[config.mk]
export PLATFORM = sky130hd
export DESIGN_NAME = http_byte_range_parser_core
export DESIGN_NICKNAME = d
export VERILOG_FILES = /design/src/rtl/hbrp_pkg.sv /design/src/rtl/http_byte_range_parser_core.sv /design/src/rtl/hbrp_parse.sv /design/src/rtl/hbrp_norm.sv /design/src/rtl/hbrp_fifo.sv
export SDC_FILE = /design/constraint.sdc
export NUM_CORES = 1
export LEC_CHECK = 0
export ABC_AREA = 0
export BUFFER_PORTS_ARGS = -buffer_cell sky130_fd_sc_hd__buf_2
export CORE_ASPECT_RATIO = 1.2
export CORE_UTILIZATION = 58
export CTS_BUF_LIST = sky130_fd_sc_hd__clkbuf_4 sky130_fd_sc_hd__clkbuf_8
export DETAILED_ROUTE_END_ITERATION = 8
export GPL_ROUTABILITY_DRIVEN = 1
export GPL_TIMING_DRIVEN = 1
export PLACE_DENSITY = 0.77
export SKIP_LAST_GASP = 1
export SYNTH_ARGS = -nofsm -noshare
export SYNTH_HDL_FRONTEND = slang
export SYNTH_SLANG_ARGS = --single-unit
[constraint.sdc]
create_clock -name clk -period 5.3 [get_ports clk]
set_clock_uncertainty 0.15 [all_clocks]
set_input_delay 0.795 -clock clk [delete_from_list [all_inputs] [get_ports clk]]
set_output_delay 0.795 -clock clk [all_outputs]
set_load 0.005 [all_outputs]
[src/rtl/hbrp_pkg.sv]
// shared types, character codes and constants for the byte-range header parser
// no dependencies; every other rtl file imports this package

package hbrp_pkg;

	// longest header value taken, spaces included
	localparam logic [7:0] MAX_HEADER_BYTES = 8'd126;

	// length of the "bytes=" prefix
	localparam logic [2:0] PREFIX_LEN = 3'd6;

	// character codes
	localparam logic [7:0] CH_SPACE = 8'h20;
	localparam logic [7:0] CH_COMMA = 8'h2C;
	localparam logic [7:0] CH_DASH  = 8'h2D;
	localparam logic [7:0] CH_0     = 8'h30;
	localparam logic [7:0] CH_9     = 8'h39;
	localparam logic [7:0] CH_UA    = 8'h41;
	localparam logic [7:0] CH_UZ    = 8'h5A;
	localparam logic [7:0] CASE_BIT = 8'h20;

	// result kinds
	localparam logic [1:0] KIND_RANGE  = 2'd0;
	localparam logic [1:0] KIND_ACCEPT = 2'd1;
	localparam logic [1:0] KIND_REJECT = 2'd2;

	// result queue geometry
	localparam int FIFO_DEPTH = 4;
	localparam int FIFO_AW    = $clog2(FIFO_DEPTH);
	localparam int FIFO_CW    = FIFO_AW + 1;

	// parser phase
	typedef enum logic [2:0] {
		PH_PREFIX,
		PH_OPEN,
		PH_FIRST,
		PH_DASH,
		PH_SECOND,
		PH_SKIP
	} phase_t;

	// one parsed byte handed to the range stage
	typedef struct packed {
		logic        close;
		logic        fin;
		logic        fail;
		logic [31:0] first_num;
		logic [31:0] second_num;
		logic        first_seen;
		logic        second_seen;
	} ev_t;

	// one result item
	typedef struct packed {
		logic [1:0]  result_kind;
		logic [31:0] range_start;
		logic [31:0] range_end;
		logic        end_of_run;
	} res_t;

	// lower-case prefix text by position
	function automatic logic [7:0] key_char(input logic [2:0] pos);
		logic [7:0] ch;
		case (pos)
			3'd0:    ch = 8'h62;
			3'd1:    ch = 8'h79;
			3'd2:    ch = 8'h74;
			3'd3:    ch = 8'h65;
			3'd4:    ch = 8'h73;
			3'd5:    ch = 8'h3D;
			default: ch = 8'h00;
		endcase
		return ch;
	endfunction

endpackage

[src/rtl/http_byte_range_parser_core.sv]
// top level of the HTTP Range header parser: stream ports, config register port
// depends on hbrp_pkg, hbrp_parse, hbrp_norm and hbrp_fifo

// Takes the Range header value one byte per transfer (tlast on the final byte) and
// returns one transfer per clamped range, then a closing accepted or rejected transfer
// with tlast set. A byte is taken every cycle while the four-entry result queue has room
// for two more results; a byte's results pass the input register and event register before
// they enter the queue. The output drains one result per cycle while m_axis_tready is high,
// so a closing final byte yields two results (range plus verdict). Ranges sent before a
// rejected verdict are void. The user must write content_length only while idle (unenforced).

module http_byte_range_parser_core (
	input  logic        clk,
	input  logic        arst_n,
	// content length register
	input  logic        cfg_we,
	input  logic [31:0] cfg_wdata,
	// header bytes
	input  logic        s_axis_tvalid,
	output logic        s_axis_tready,
	input  logic [7:0]  s_axis_tdata,   // [7:0] header_byte
	input  logic        s_axis_tlast,   // final_byte
	// results
	output logic        m_axis_tvalid,
	input  logic        m_axis_tready,
	output logic [63:0] m_axis_tdata,   // [31:0] range_start, [63:32] range_end
	output logic [1:0]  m_axis_tuser,   // [1:0] result_kind
	output logic        m_axis_tlast    // end_of_run
);
	import hbrp_pkg::*;

	ev_t        ev;
	logic       ev_valid, ev_ready;
	logic       space_ok;
	logic [1:0] wr_n;
	res_t       wr0, wr1, out_data;

	// byte parser
	hbrp_parse u_parse (
		.clk      (clk),
		.arst_n   (arst_n),
		.in_valid (s_axis_tvalid),
		.in_ready (s_axis_tready),
		.in_byte  (s_axis_tdata),
		.in_last  (s_axis_tlast),
		.ev_valid (ev_valid),
		.ev       (ev),
		.ev_ready (ev_ready)
	);

	// clamp and verdict
	hbrp_norm u_norm (
		.clk       (clk),
		.arst_n    (arst_n),
		.cfg_we    (cfg_we),
		.cfg_wdata (cfg_wdata),
		.ev_valid  (ev_valid),
		.ev        (ev),
		.ev_ready  (ev_ready),
		.space_ok  (space_ok),
		.wr_n      (wr_n),
		.wr0       (wr0),
		.wr1       (wr1)
	);

	// result queue
	hbrp_fifo u_fifo (
		.clk       (clk),
		.arst_n    (arst_n),
		.wr_n      (wr_n),
		.wr0       (wr0),
		.wr1       (wr1),
		.space_ok  (space_ok),
		.out_valid (m_axis_tvalid),
		.out_ready (m_axis_tready),
		.out_data  (out_data)
	);

	assign m_axis_tdata = {out_data.range_end, out_data.range_start};
	assign m_axis_tuser = out_data.result_kind;
	assign m_axis_tlast = out_data.end_of_run;

endmodule

[src/rtl/hbrp_parse.sv]
// byte parser: input register, prefix match, element grammar and number accumulation
// depends on hbrp_pkg; feeds hbrp_norm through a registered event stage

module hbrp_parse (
	input  logic          clk,
	input  logic          arst_n,
	input  logic          in_valid,
	output logic          in_ready,
	input  logic [7:0]    in_byte,
	input  logic          in_last,
	output logic          ev_valid,
	output hbrp_pkg::ev_t ev,
	input  logic          ev_ready
);
	import hbrp_pkg::*;

	logic        v_s1;
	logic [7:0]  byte_s1;
	logic        last_s1;

	phase_t      phase_q, phase_c, phase_d;
	logic [2:0]  pos_q, pos_d;
	logic [31:0] first_q, second_q, first_d, second_d;
	logic        fseen_q, sseen_q, fseen_d, sseen_d;
	logic        open_q, open_d;
	logic [7:0]  bytes_q, bytes_d;
	logic        kept_q, kept_d;
	logic        failed_q, failed_d;

	logic        s2_ready, step;
	logic        fail_len, live, is_digit, is_comma, is_dash, prefix_hit;
	logic [7:0]  lower, dig_diff;
	logic [3:0]  dig;
	logic [31:0] acc_base, acc_val;
	logic [35:0] prod;
	logic        acc_ovf;

	logic [31:0] f_e, s_e;
	logic        fs_e, ss_e, open_e, open_c, kept_c;
	logic        fail_c, close_comma, close_fin;
	ev_t         ev_d;

	// handshake between input register and event stage
	assign s2_ready = !ev_valid || ev_ready;
	assign step     = v_s1 && s2_ready;
	assign in_ready = !v_s1 || s2_ready;

	// input register
	always_ff @(posedge clk or negedge arst_n) begin
		if (!arst_n) begin
			v_s1 <= 1'b0;
		end else if (in_ready) begin
			v_s1 <= in_valid;
		end
	end

	always_ff @(posedge clk) begin
		if (in_valid && in_ready) begin
			byte_s1 <= in_byte;
			last_s1 <= in_last;
		end
	end

	// byte decode
	assign fail_len   = !failed_q && (bytes_q >= MAX_HEADER_BYTES);
	assign live       = !failed_q && !fail_len && (byte_s1 != CH_SPACE);
	assign is_digit   = byte_s1 inside {[CH_0:CH_9]};
	assign is_comma   = byte_s1 == CH_COMMA;
	assign is_dash    = byte_s1 == CH_DASH;
	assign dig_diff   = byte_s1 - CH_0;
	assign dig        = is_digit ? dig_diff[3:0] : 4'd0;
	assign lower      = (byte_s1 inside {[CH_UA:CH_UZ]}) ? (byte_s1 | CASE_BIT) : byte_s1;
	assign prefix_hit = (pos_q < PREFIX_LEN) && (lower == key_char(pos_q));

	// decimal accumulate: value * 10 + digit, saturating
	assign acc_base = (phase_q == PH_FIRST)  ? first_q  :
	                  (phase_q == PH_SECOND) ? second_q : 32'd0;
	assign prod     = ({4'd0, acc_base} << 3) + ({4'd0, acc_base} << 1) + {32'd0, dig};
	assign acc_ovf  = |prod[35:32];
	assign acc_val  = acc_ovf ? 32'hFFFF_FFFF : prod[31:0];

	// phase next state
	always_comb begin
		phase_c = phase_q;
		if (live) begin
			if (phase_q == PH_PREFIX) begin
				if (prefix_hit && (pos_q == PREFIX_LEN - 3'd1)) begin
					phase_c = PH_OPEN;
				end
			end else if (is_comma) begin
				if (open_q) begin
					phase_c = PH_OPEN;
				end
			end else begin
				case (phase_q)
					PH_OPEN, PH_FIRST: begin
						phase_c = is_digit ? PH_FIRST : (is_dash ? PH_DASH : PH_SKIP);
					end
					PH_DASH, PH_SECOND: begin
						phase_c = is_digit ? PH_SECOND : PH_SKIP;
					end
					default: phase_c = PH_SKIP;
				endcase
			end
		end
		phase_d = last_s1 ? PH_PREFIX : phase_c;
	end

	// element data, failure, events and run counters
	always_comb begin
		fail_c      = failed_q || fail_len;
		pos_d       = pos_q;
		f_e         = first_q;
		s_e         = second_q;
		fs_e        = fseen_q;
		ss_e        = sseen_q;
		open_e      = open_q;
		close_comma = 1'b0;
		if (live) begin
			if (phase_q == PH_PREFIX) begin
				if (prefix_hit) begin
					pos_d = pos_q + 3'd1;
				end else begin
					fail_c = 1'b1;
				end
			end else if (is_comma) begin
				if (open_q) begin
					close_comma = 1'b1;
				end else begin
					fail_c = 1'b1;
				end
			end else begin
				open_e = 1'b1;
				if (is_digit) begin
					case (phase_q)
						PH_OPEN, PH_FIRST: begin
							f_e  = acc_val;
							fs_e = 1'b1;
							if (acc_ovf) begin
								fail_c = 1'b1;
							end
						end
						PH_DASH, PH_SECOND: begin
							s_e  = acc_val;
							ss_e = 1'b1;
							if (acc_ovf) begin
								fail_c = 1'b1;
							end
						end
						default: ;
					endcase
				end
			end
		end

		kept_c    = kept_q || close_comma;
		open_c    = open_e && !close_comma;
		close_fin = last_s1 && !fail_c && (phase_c != PH_PREFIX) && open_c;

		ev_d.close       = close_comma || close_fin;
		ev_d.fin         = last_s1;
		ev_d.fail        = fail_c || (last_s1 && ((phase_c == PH_PREFIX) || (!open_c && !kept_c)));
		ev_d.first_num   = f_e;
		ev_d.second_num  = s_e;
		ev_d.first_seen  = fs_e;
		ev_d.second_seen = ss_e;

		bytes_d  = (failed_q || fail_len) ? bytes_q : bytes_q + 8'd1;
		failed_d = fail_c;
		kept_d   = kept_c;
		first_d  = f_e;
		second_d = s_e;
		fseen_d  = fs_e;
		sseen_d  = ss_e;
		open_d   = open_e;
		if (close_comma || last_s1) begin
			first_d  = 32'hFFFF_FFFF;
			second_d = 32'hFFFF_FFFF;
			fseen_d  = 1'b0;
			sseen_d  = 1'b0;
			open_d   = 1'b0;
		end
		if (last_s1) begin
			pos_d    = 3'd0;
			bytes_d  = 8'd0;
			kept_d   = 1'b0;
			failed_d = 1'b0;
		end
	end

	// parser state
	always_ff @(posedge clk or negedge arst_n) begin
		if (!arst_n) begin
			phase_q  <= PH_PREFIX;
			pos_q    <= 3'd0;
			first_q  <= 32'hFFFF_FFFF;
			second_q <= 32'hFFFF_FFFF;
			fseen_q  <= 1'b0;
			sseen_q  <= 1'b0;
			open_q   <= 1'b0;
			bytes_q  <= 8'd0;
			kept_q   <= 1'b0;
			failed_q <= 1'b0;
		end else if (step) begin
			phase_q  <= phase_d;
			pos_q    <= pos_d;
			first_q  <= first_d;
			second_q <= second_d;
			fseen_q  <= fseen_d;
			sseen_q  <= sseen_d;
			open_q   <= open_d;
			bytes_q  <= bytes_d;
			kept_q   <= kept_d;
			failed_q <= failed_d;
		end
	end

	// event stage
	always_ff @(posedge clk or negedge arst_n) begin
		if (!arst_n) begin
			ev_valid <= 1'b0;
		end else if (s2_ready) begin
			ev_valid <= step;
		end
	end

	always_ff @(posedge clk) begin
		if (step) begin
			ev <= ev_d;
		end
	end

	// no element can be open while the prefix is still being matched
	a_prefix_closed: assert property (@(posedge clk) disable iff (!arst_n)
		(phase_q == PH_PREFIX) |-> !open_q)
		else $error("element open during prefix match");

	// an unseen first number always holds its cleared value
	a_first_clear: assert property (@(posedge clk) disable iff (!arst_n)
		!fseen_q |-> (first_q == 32'hFFFF_FFFF))
		else $error("first number dirty while unseen");

	// a closing element never comes with a parse failure
	a_close_ok: assert property (@(posedge clk) disable iff (!arst_n)
		(ev_valid && ev.close) |-> !ev.fail)
		else $error("element closed on a failed byte");

endmodule

[src/rtl/hbrp_norm.sv]
// range stage: clamps closed elements against the content length and decides the verdict
// depends on hbrp_pkg; takes events from hbrp_parse and writes up to two results to hbrp_fifo

module hbrp_norm (
	input  logic           clk,
	input  logic           arst_n,
	input  logic           cfg_we,
	input  logic [31:0]    cfg_wdata,
	input  logic           ev_valid,
	input  hbrp_pkg::ev_t  ev,
	output logic           ev_ready,
	input  logic           space_ok,
	output logic [1:0]     wr_n,
	output hbrp_pkg::res_t wr0,
	output hbrp_pkg::res_t wr1
);
	import hbrp_pkg::*;

	logic [31:0] len_q;
	logic        norm_fail_q, norm_fail_d;
	logic        take, ok, len_zero;
	logic [31:0] len_m1, rstart, rend;
	res_t        rng, acc, rej;

	// content length register
	always_ff @(posedge clk or negedge arst_n) begin
		if (!arst_n) begin
			len_q <= 32'd0;
		end else if (cfg_we) begin
			len_q <= cfg_wdata;
		end
	end

	assign ev_ready = space_ok;
	assign take     = ev_valid && space_ok;

	// clamp the element against the length
	assign len_zero = len_q == 32'd0;
	assign len_m1   = len_q - 32'd1;

	always_comb begin
		if (ev.first_seen) begin
			ok     = !len_zero && (ev.first_num < len_q) &&
			         !(ev.second_seen && (ev.second_num < ev.first_num));
			rstart = ev.first_num;
			rend   = (ev.second_seen && (ev.second_num < len_q)) ? ev.second_num : len_m1;
		end else begin
			ok     = ev.second_seen && !len_zero && (ev.second_num != 32'd0);
			rstart = (ev.second_num >= len_q) ? 32'd0 : len_q - ev.second_num;
			rend   = len_m1;
		end
	end

	assign rng = '{result_kind: KIND_RANGE, range_start: rstart, range_end: rend,
	               end_of_run: 1'b0};
	assign acc = '{result_kind: KIND_ACCEPT, range_start: 32'd0, range_end: 32'd0,
	               end_of_run: 1'b1};
	assign rej = '{result_kind: KIND_REJECT, range_start: 32'd0, range_end: 32'd0,
	               end_of_run: 1'b1};

	// results for this byte
	always_comb begin
		wr_n        = 2'd0;
		wr0         = rng;
		wr1         = acc;
		norm_fail_d = norm_fail_q;
		if (take) begin
			if (ev.fin) begin
				norm_fail_d = 1'b0;
				if (ev.fail || norm_fail_q || (ev.close && !ok)) begin
					wr0  = rej;
					wr_n = 2'd1;
				end else if (ev.close) begin
					wr_n = 2'd2;
				end else begin
					wr0  = acc;
					wr_n = 2'd1;
				end
			end else if (ev.close) begin
				if (!ok) begin
					norm_fail_d = 1'b1;
				end else if (!norm_fail_q) begin
					wr_n = 2'd1;
				end
			end
		end
	end

	// a failed clamp voids the rest of the header
	always_ff @(posedge clk or negedge arst_n) begin
		if (!arst_n) begin
			norm_fail_q <= 1'b0;
		end else begin
			norm_fail_q <= norm_fail_d;
		end
	end

endmodule

[src/rtl/hbrp_fifo.sv]
// result queue: up to two writes and one read per cycle, register storage
// depends on hbrp_pkg; sits between hbrp_norm and the output stream

module hbrp_fifo (
	input  logic           clk,
	input  logic           arst_n,
	input  logic [1:0]     wr_n,
	input  hbrp_pkg::res_t wr0,
	input  hbrp_pkg::res_t wr1,
	output logic           space_ok,
	output logic           out_valid,
	input  logic           out_ready,
	output hbrp_pkg::res_t out_data
);
	import hbrp_pkg::*;

	res_t               mem_q [FIFO_DEPTH];
	logic [FIFO_AW-1:0] wp_q, rp_q;
	logic [FIFO_CW-1:0] cnt_q;
	logic               rd;

	assign out_valid = cnt_q != FIFO_CW'(0);
	assign out_data  = mem_q[rp_q];
	assign rd        = out_valid && out_ready;
	assign space_ok  = cnt_q <= FIFO_CW'(FIFO_DEPTH - 2);

	// storage
	always_ff @(posedge clk) begin
		if (wr_n != 2'd0) begin
			mem_q[wp_q] <= wr0;
		end
		if (wr_n == 2'd2) begin
			mem_q[wp_q + FIFO_AW'(1)] <= wr1;
		end
	end

	// pointers and fill count
	always_ff @(posedge clk or negedge arst_n) begin
		if (!arst_n) begin
			wp_q  <= '0;
			rp_q  <= '0;
			cnt_q <= '0;
		end else begin
			wp_q  <= wp_q + FIFO_AW'(wr_n);
			rp_q  <= rp_q + FIFO_AW'(rd);
			cnt_q <= cnt_q + FIFO_CW'(wr_n) - FIFO_CW'(rd);
		end
	end

	a_no_overfill: assert property (@(posedge clk) disable iff (!arst_n)
		cnt_q <= FIFO_CW'(FIFO_DEPTH))
		else $error("result queue overfilled");

	// writes only arrive when room for two was announced
	a_write_room: assert property (@(posedge clk) disable iff (!arst_n)
		(wr_n != 2'd0) |-> space_ok)
		else $error("result write without room");

endmodule
==> run metrics, run 1 <==
outcome finished, final reports clean; drt first-iter violations 2503; Post-Syn Area per Cell 8.96 um^2; Post-CTS Setup Bufs 0; flop2flop setup slack 0.24 ns; worst-path fanout max 29; synth top area cells dfxtp_1 (20%), edfxtp_1 (8.8%), ha_1 (8.0%), dfstp_2 (6.3%), dfrtp_1 (5.7%); Pwr Total 15.8 mW; Vias 23563; clock transition at the registers of the reported paths 0.06 ns; Placer Congestion 0.957; post-route setup slack 0.238 ns; Hold Violations, Final 0; nets 3267; CTS sink cnt 471; Post-synth EDFFs 78; final wirelength 78800 um; WL per Instance 21.2 um; synth cell count leaders nand2_1 (374), nor2_1 (337), a21oi_1 (293); initial core utilization 59.1%; layout cells sized above 1 16.4%; CTS Buf Count 77; DRT antenna net count 0; Pleak 12.9 nW; Place WS -0.0686 ns; startpoint types register; P_sw 6.54 mW; Cell variety after synth 87; Switching Share 41.5%; Final setup viols 0; fmax 0.198 GHz; FF+latch count, synth 471; # H-tree levels 3; Async SR Flop Fraction 26.5%; Final Critical Period 5.06 ns; Max-Cap Viols 0; most frequent cell after synthesis nand2_1; Clk pwr share 21.0%; die area 46700 um^2; worst hold path type in2async; Overall Global Routing Usage 33.7%; CP Data Required Time 5.55 ns; post-synthesis cell count 2965; fin crit share 95.5%; Clock Tree Root clkbuf_8; Placed Cells incl. Taps 3577; CP arrival 5.32 ns; filler cell count 3682; PwrDens 535 nW/um^2; internal power 9.23 mW; DRC 0; cell taking the most area after synthesis dfxtp_1; Finished Layout Cells 3718; Synth Flop Type dfxtp_1; IO Pins 115; Layout Cell Area excl Fill 29500 um^2; RSZ-0062 raised after global routing false; CP Capture Type register; post-layout util 65.5%; worst skew pair latency 0.68 ns; Yosys top cell area share 20.2%; total grt overflow 0; Post-Syn Nets 3185; Max VDD drop 0.312 mV; Tightest Pin Transition 1.07 ns; vias in the first global route 23033; CTS tree done; Seq pwr share 34.0%; Syn-to-layout area delta 10.9%; Ys Warns 0; first-pass GRT wire length 124000 um; overall die height 236 um; final HPWL from detailed placement 57100 um; Post-Syn Area 26600 um^2; footprint of the multi-input gates 14500 um^2; Reg area 10900 um^2; crit path kind reg2reg; pin count of the biggest net entering global routing 71; max_slew headroom 28.2%; port bufs 114; Row Count 85; combinational share of power 45.0%; sequential area share after synthesis 41.1%; core area 45000 um^2; clock tree buffer depth 3; initial antenna violation count 1; Post-DP Area 27800 um^2; DIE WIDTH 197 um; vias per cell 6.34; Slew Limit Fails 0; DRT Pass-1 Iters 8
-- stage by stage --
step / TNS [ns] / hold slack, ns
detailed placement: -0.630 / 0.293
finish: 0 / 0.0944
global placement: 0 / 0.280
CTS: -0.000184 / 0.0780
global route: 0 / 0.138
floorplan: 0 / 0.270
-- registers in the layout, summed over array words and instances (netlist names), 8 cells and up --
name	flops
u_fifo.mem_q	268
u_norm.len_q	32
u_parse.second_q	32
u_parse.ev	69
u_parse.byte_s1	8
u_parse.bytes_q	8
u_parse.first_q	32
-- power groups by stage --
| stage | registers (mW) | clock network (mW) | logic, mW |
|---|---|---|---|
| 5_1_grt | 5.45 | 3.50 | 7.69 |
| 3_5_place_dp | 5.39 | 0 | 6.95 |
| 3_3_place_gp | 5.33 | 0 | 6.72 |
| 2_1_floorplan | 5.10 | 0 | 4.98 |
| 6_report | 5.36 | 3.31 | 7.10 |
| 4_1_cts | 5.33 | 3.35 | 6.99 |
-- worst max-delay path, cell delays in order (launching register included) --
cell	delay, ns
dfrtp_1	0.37
buf_4	0.16
nor3b_2	0.26
buf_4	0.37
a22o_1	0.24
ha_1	0.25
ha_1	0.38
a21o_1	0.20
o21bai_1	0.19
a221o_1	0.32
a21o_1	0.19
a41oi_1	0.32
and3_1	0.23
o22ai_2	0.20
buf_4	0.28
or3_1	0.41
mux2_2	0.28
-- cells by family after synthesis --
kind of cell | count (synthesis) | share of synthesized area [%]
flip-flops | 471 | 41.1
AO/OA/AOI/OAI | 785 | 18.8
adder cells (fa/ha/maj) | 174 | 8.31
AND/OR/NAND/NOR | 1055 | 17.8
XOR/XNOR | 93 | 3.07
buffers and inverters | 309 | 4.79
multiplexers | 78 | 6.12
-- path summary, 6_finish.rpt --
kind,startpoint,end,cells past startpoint
min in group clk,s_axis_tdata[0],u_parse.byte_s1[0],1
setup reg to reg,u_parse.phase_q[0],u_parse.ev[25],16
setup / recovery,u_parse.phase_q[0],u_parse.ev[25],16
hold reg to reg,u_fifo.mem_q[3][38],u_fifo.mem_q[3][38],2
hold / removal,arst_n,u_norm.len_q[28],1
max in group asynchronous,arst_n,u_parse.second_q[1],2
-- final cells by class --
type	instances	share of cell area [%]
Inverter	132	1.68
Clock inverter	30	0.871
Timing Repair Buffer	180	3.97
Tap cell	609	2.59
Multi-Input combinational cell	2185	49.2
Clock buffer	110	4.61
Sequential cell	471	37.1
Antenna cell	1	0.00849
-- what timing repair did --
item,4_1_cts,5_1_grt
hold buffers,0,0
endpoints found under the setup margin,42,85
resized for setup,2,6
pin swaps,0,2
-- routing by layer --
metal	track usage, %	wire length [um]
met4	19.9	4270
met5	0	0
met1	41.8	31000
met2	55.9	37500
met3	4.91	6090
-- cell usage in the layout (no fill, tap or decap), types with 59 or more instances in the layout --
master / synthesis / layout
nor2_1: 337 / 331
dfrtp_1: 61 / 59
a22o_1: 65 / 65
nand2_1: 374 / 374
inv_1: 132 / 131
buf_4: 17 / 59
edfxtp_1: 78 / 78
a22oi_1: 90 / 90
a21oi_1: 293 / 293
xnor2_1: 60 / 60
clkbuf_8: 0 / 85
buf_2: 40 / 113
nand3_1: 114 / 114
ha_1: 170 / 170
dfstp_2: 64 / 64
o21ai_0: 139 / 137
dfxtp_1: 268 / 268
mux4_2: 67 / 67
(Power assumes the default switching activity.)
==> inputs of run 2 (changes only) <==
--- a/config.mk
+++ b/config.mk
@@ -6,11 +6,11 @@
 export NUM_CORES = 1
 export LEC_CHECK = 0
 export ABC_AREA = 0
-export BUFFER_PORTS_ARGS = -buffer_cell sky130_fd_sc_hd__buf_2
 export CORE_ASPECT_RATIO = 1.2
-export CORE_UTILIZATION = 58
+export CORE_UTILIZATION = 60
 export CTS_BUF_LIST = sky130_fd_sc_hd__clkbuf_4 sky130_fd_sc_hd__clkbuf_8
 export DETAILED_ROUTE_END_ITERATION = 8
+export DONT_BUFFER_PORTS = 1
 export GPL_ROUTABILITY_DRIVEN = 1
 export GPL_TIMING_DRIVEN = 1
 export PLACE_DENSITY = 0.77
==> run 2 against run 1 <==
  * Fmax shrank 0.26%
  * Clock power up 5%
  * Largest cell class unchanged
  * Total power is essentially flat
  * Critical endpoint is now u_parse.ev[68]
==> run metrics, run 2 (synthesis gave the netlist of run 1 again) <==
vias in the first global route 22740 (was 23033); Tightest Pin Transition 1.15 ns (was 1.07 ns); Pleak 12.6 nW (was 12.9 nW); overall die height 233 um (was 236 um); IO Pins 115 (unchanged); port bufs 0 (was 114); # H-tree levels 3 (unchanged); most common cell after layout, fill and taps aside nand2_1 (unchanged); most frequent cells in the layout nand2_1 (374), nor2_1 (331), a21oi_1 (293) (unchanged); Place WS -0.143 ns (was -0.0686 ns); Max-Cap Viols 0 (unchanged); Most flops, register u_fifo.mem_q (unchanged); flop2flop setup slack 0.22 ns (was 0.24 ns); initial antenna violation count 7 (was 1); CTS tree done (unchanged); fin crit share 95.8% (was 95.5%); Syn-to-layout area delta 9.53% (was 10.9%); Worst Min Path Start s_axis_tdata[1]; max_slew headroom 23.5% (was 28.2%); CTS sink cnt 471 (unchanged); number of flip-flops in the largest register 268 (unchanged); DIE WIDTH 194 um (was 197 um); outcome finished, final reports clean (unchanged); crit path kind reg2reg (unchanged); nets 3174 (was 3267); Worst Hold End u_parse.byte_s1[1]; DRT antenna net count 0 (unchanged); clock tree buffer depth 3 (unchanged); first-pass GRT wire length 123000 um (was 124000 um); final HPWL from detailed placement 57100 um (about the same); Top Registers u_fifo.mem_q: 268 flops, u_parse.ev: 69 flops (unchanged); Max VDD drop 0.281 mV (was 0.312 mV); RSZ-0062 raised after global routing false (unchanged); Final setup viols 0 (unchanged); Overall Global Routing Usage 34.3% (was 33.7%); Vias 23180 (was 23563); CP Capture Type register (unchanged); RR Startpoint u_parse.phase_q[1] (was u_parse.phase_q[0]); final wirelength 78400 um (was 78800 um); pin count of the biggest net entering global routing 126 (was 71); Hold Violations, Final 0 (unchanged); Row Count 84 (was 85); die area 45100 um^2 (was 46700 um^2); hold depth 0; worst hold path type in2reg (was in2async); layout cells sized above 1 14.0% (was 16.4%); Clock Tree Root clkbuf_8 (unchanged); WL per Instance 21.9 um (was 21.2 um); PwrDens 541 nW/um^2 (was 535 nW/um^2); DRC 0 (unchanged); Placer Congestion 0.940 (was 0.957); clock transition at the registers of the reported paths 0.07 ns (was 0.06 ns); startpoint types register (unchanged); vias per cell 6.49 (was 6.34); Slew Limit Fails 0 (unchanged); total grt overflow 0 (unchanged); post-route setup slack 0.224 ns (was 0.238 ns); WHS 0.0807 ns (was 0.0944 ns); core area 43700 um^2 (was 45000 um^2); worst-path fanout max 23 (was 29); CP arrival 5.35 ns (was 5.32 ns); DRT Pass-1 Iters 5 (was 8); Post-CTS Setup Bufs 0 (unchanged); CTS Buf Count 75 (was 77); Final Critical Period 5.08 ns (was 5.06 ns); CP Data Required Time 5.57 ns (was 5.55 ns); drt first-iter violations 2392 (was 2503); FF-to-FF End u_parse.ev[68] (was u_parse.ev[25]); initial core utilization 60.8% (was 59.1%); worst r2r path cells 16 (unchanged); fmax 0.197 GHz (was 0.198 GHz); worst skew pair latency 0.66 ns (was 0.68 ns)
run 2: cell count changes in the layout (fill, tap and decap cells not counted), sizes merged:
cell | previous run | this run
buf | 180 | 88
clkinv | 19 | 6
clkbuf | 110 | 119
clkinvlp | 5 | 1
bufinv | 3 | 6
diode | 1 | 2
dlygate4sd3 | 0 | 1
run 2: worst max path at each step:
stage                             from                   to  cells past startpoint
global route        u_parse.phase_q[1]       u_parse.ev[68]                     16
global placement    u_parse.byte_s1[6]   u_parse.first_q[0]                     17
finish              u_parse.phase_q[1]       u_parse.ev[68]                     16
floorplan           u_parse.phase_q[1]       u_parse.ev[68]                     19
CTS                 u_parse.byte_s1[6]       u_parse.ev[25]                     16
detailed placement  u_parse.byte_s1[6]  u_parse.second_q[1]                     17
run 2: cell type report:
class / instances / area (um^2)
antenna: 2 / 5.00
clock buffer: 119 / 1460
clock inverter: 16 / 246
fill: 3457 / 14600
inverter: 132 / 495
multi-input combinational: 2185 / 14500
sequential: 471 / 10900
tap: 559 / 699
timing repair buffer: 89 / 766
run 2: per-stage QoR:
step	std cells	setup TNS, ns	area [um^2]	total power, mW	util [%]
final	3573	0	29100	15.8	66.6
after floorplan	2965	0	26600	10.1	-
after global placement	3434	0	27300	11.8	62.5
after CTS	3571	0	29100	15.6	66.5
after global routing	3572	0	29100	16.6	66.6
after detailed placement	3434	-3.18	27300	12.1	62.5
run 2: metal layers:
metal	wire [um]	global-route usage [%]	part of all wire [%]
met3	5980	5.91	7.6
met1	30200	40.7	39
met2	38500	59.8	49
met5	67	0	0.085
met4	3660	18.0	4.7
run 2: what timing repair did:
action	4_1_cts	5_1_grt
gates resized for setup	3	8
hold buffers	2	0
endpoints found under the hold margin	125	0
endpoints found under the setup margin	58	116
pin swaps	0	2
run 2: worst max-delay path: stages, from the launching register on:
cell,delay (ns)
dfrtp_1,0.38
nor2_1,0.07
and2_1,0.21
a22o_1,0.29
fa_1,0.58
inv_1,0.07
fa_1,0.46
nand2b_1,0.19
a21o_1,0.19
a211oi_1,0.28
nand4b_1,0.20
a31oi_1,0.20
or4b_2,0.68
nand3_1,0.16
buf_12,0.19
o221ai_1,0.24
a31o_2,0.28
run 2: report_power, final:
| group | leakage (nW) | total [mW] | internal (mW) | switching [mW] |
|---|---|---|---|---|
| clock | 0.904 | 3.49 | 2.04 | 1.45 |
| combinational | 7.52 | 6.91 | 2.60 | 4.31 |
| sequential | 4.18 | 5.35 | 4.67 | 0.679 |
| total | 12.6 | 15.8 | 9.32 | 6.44 |
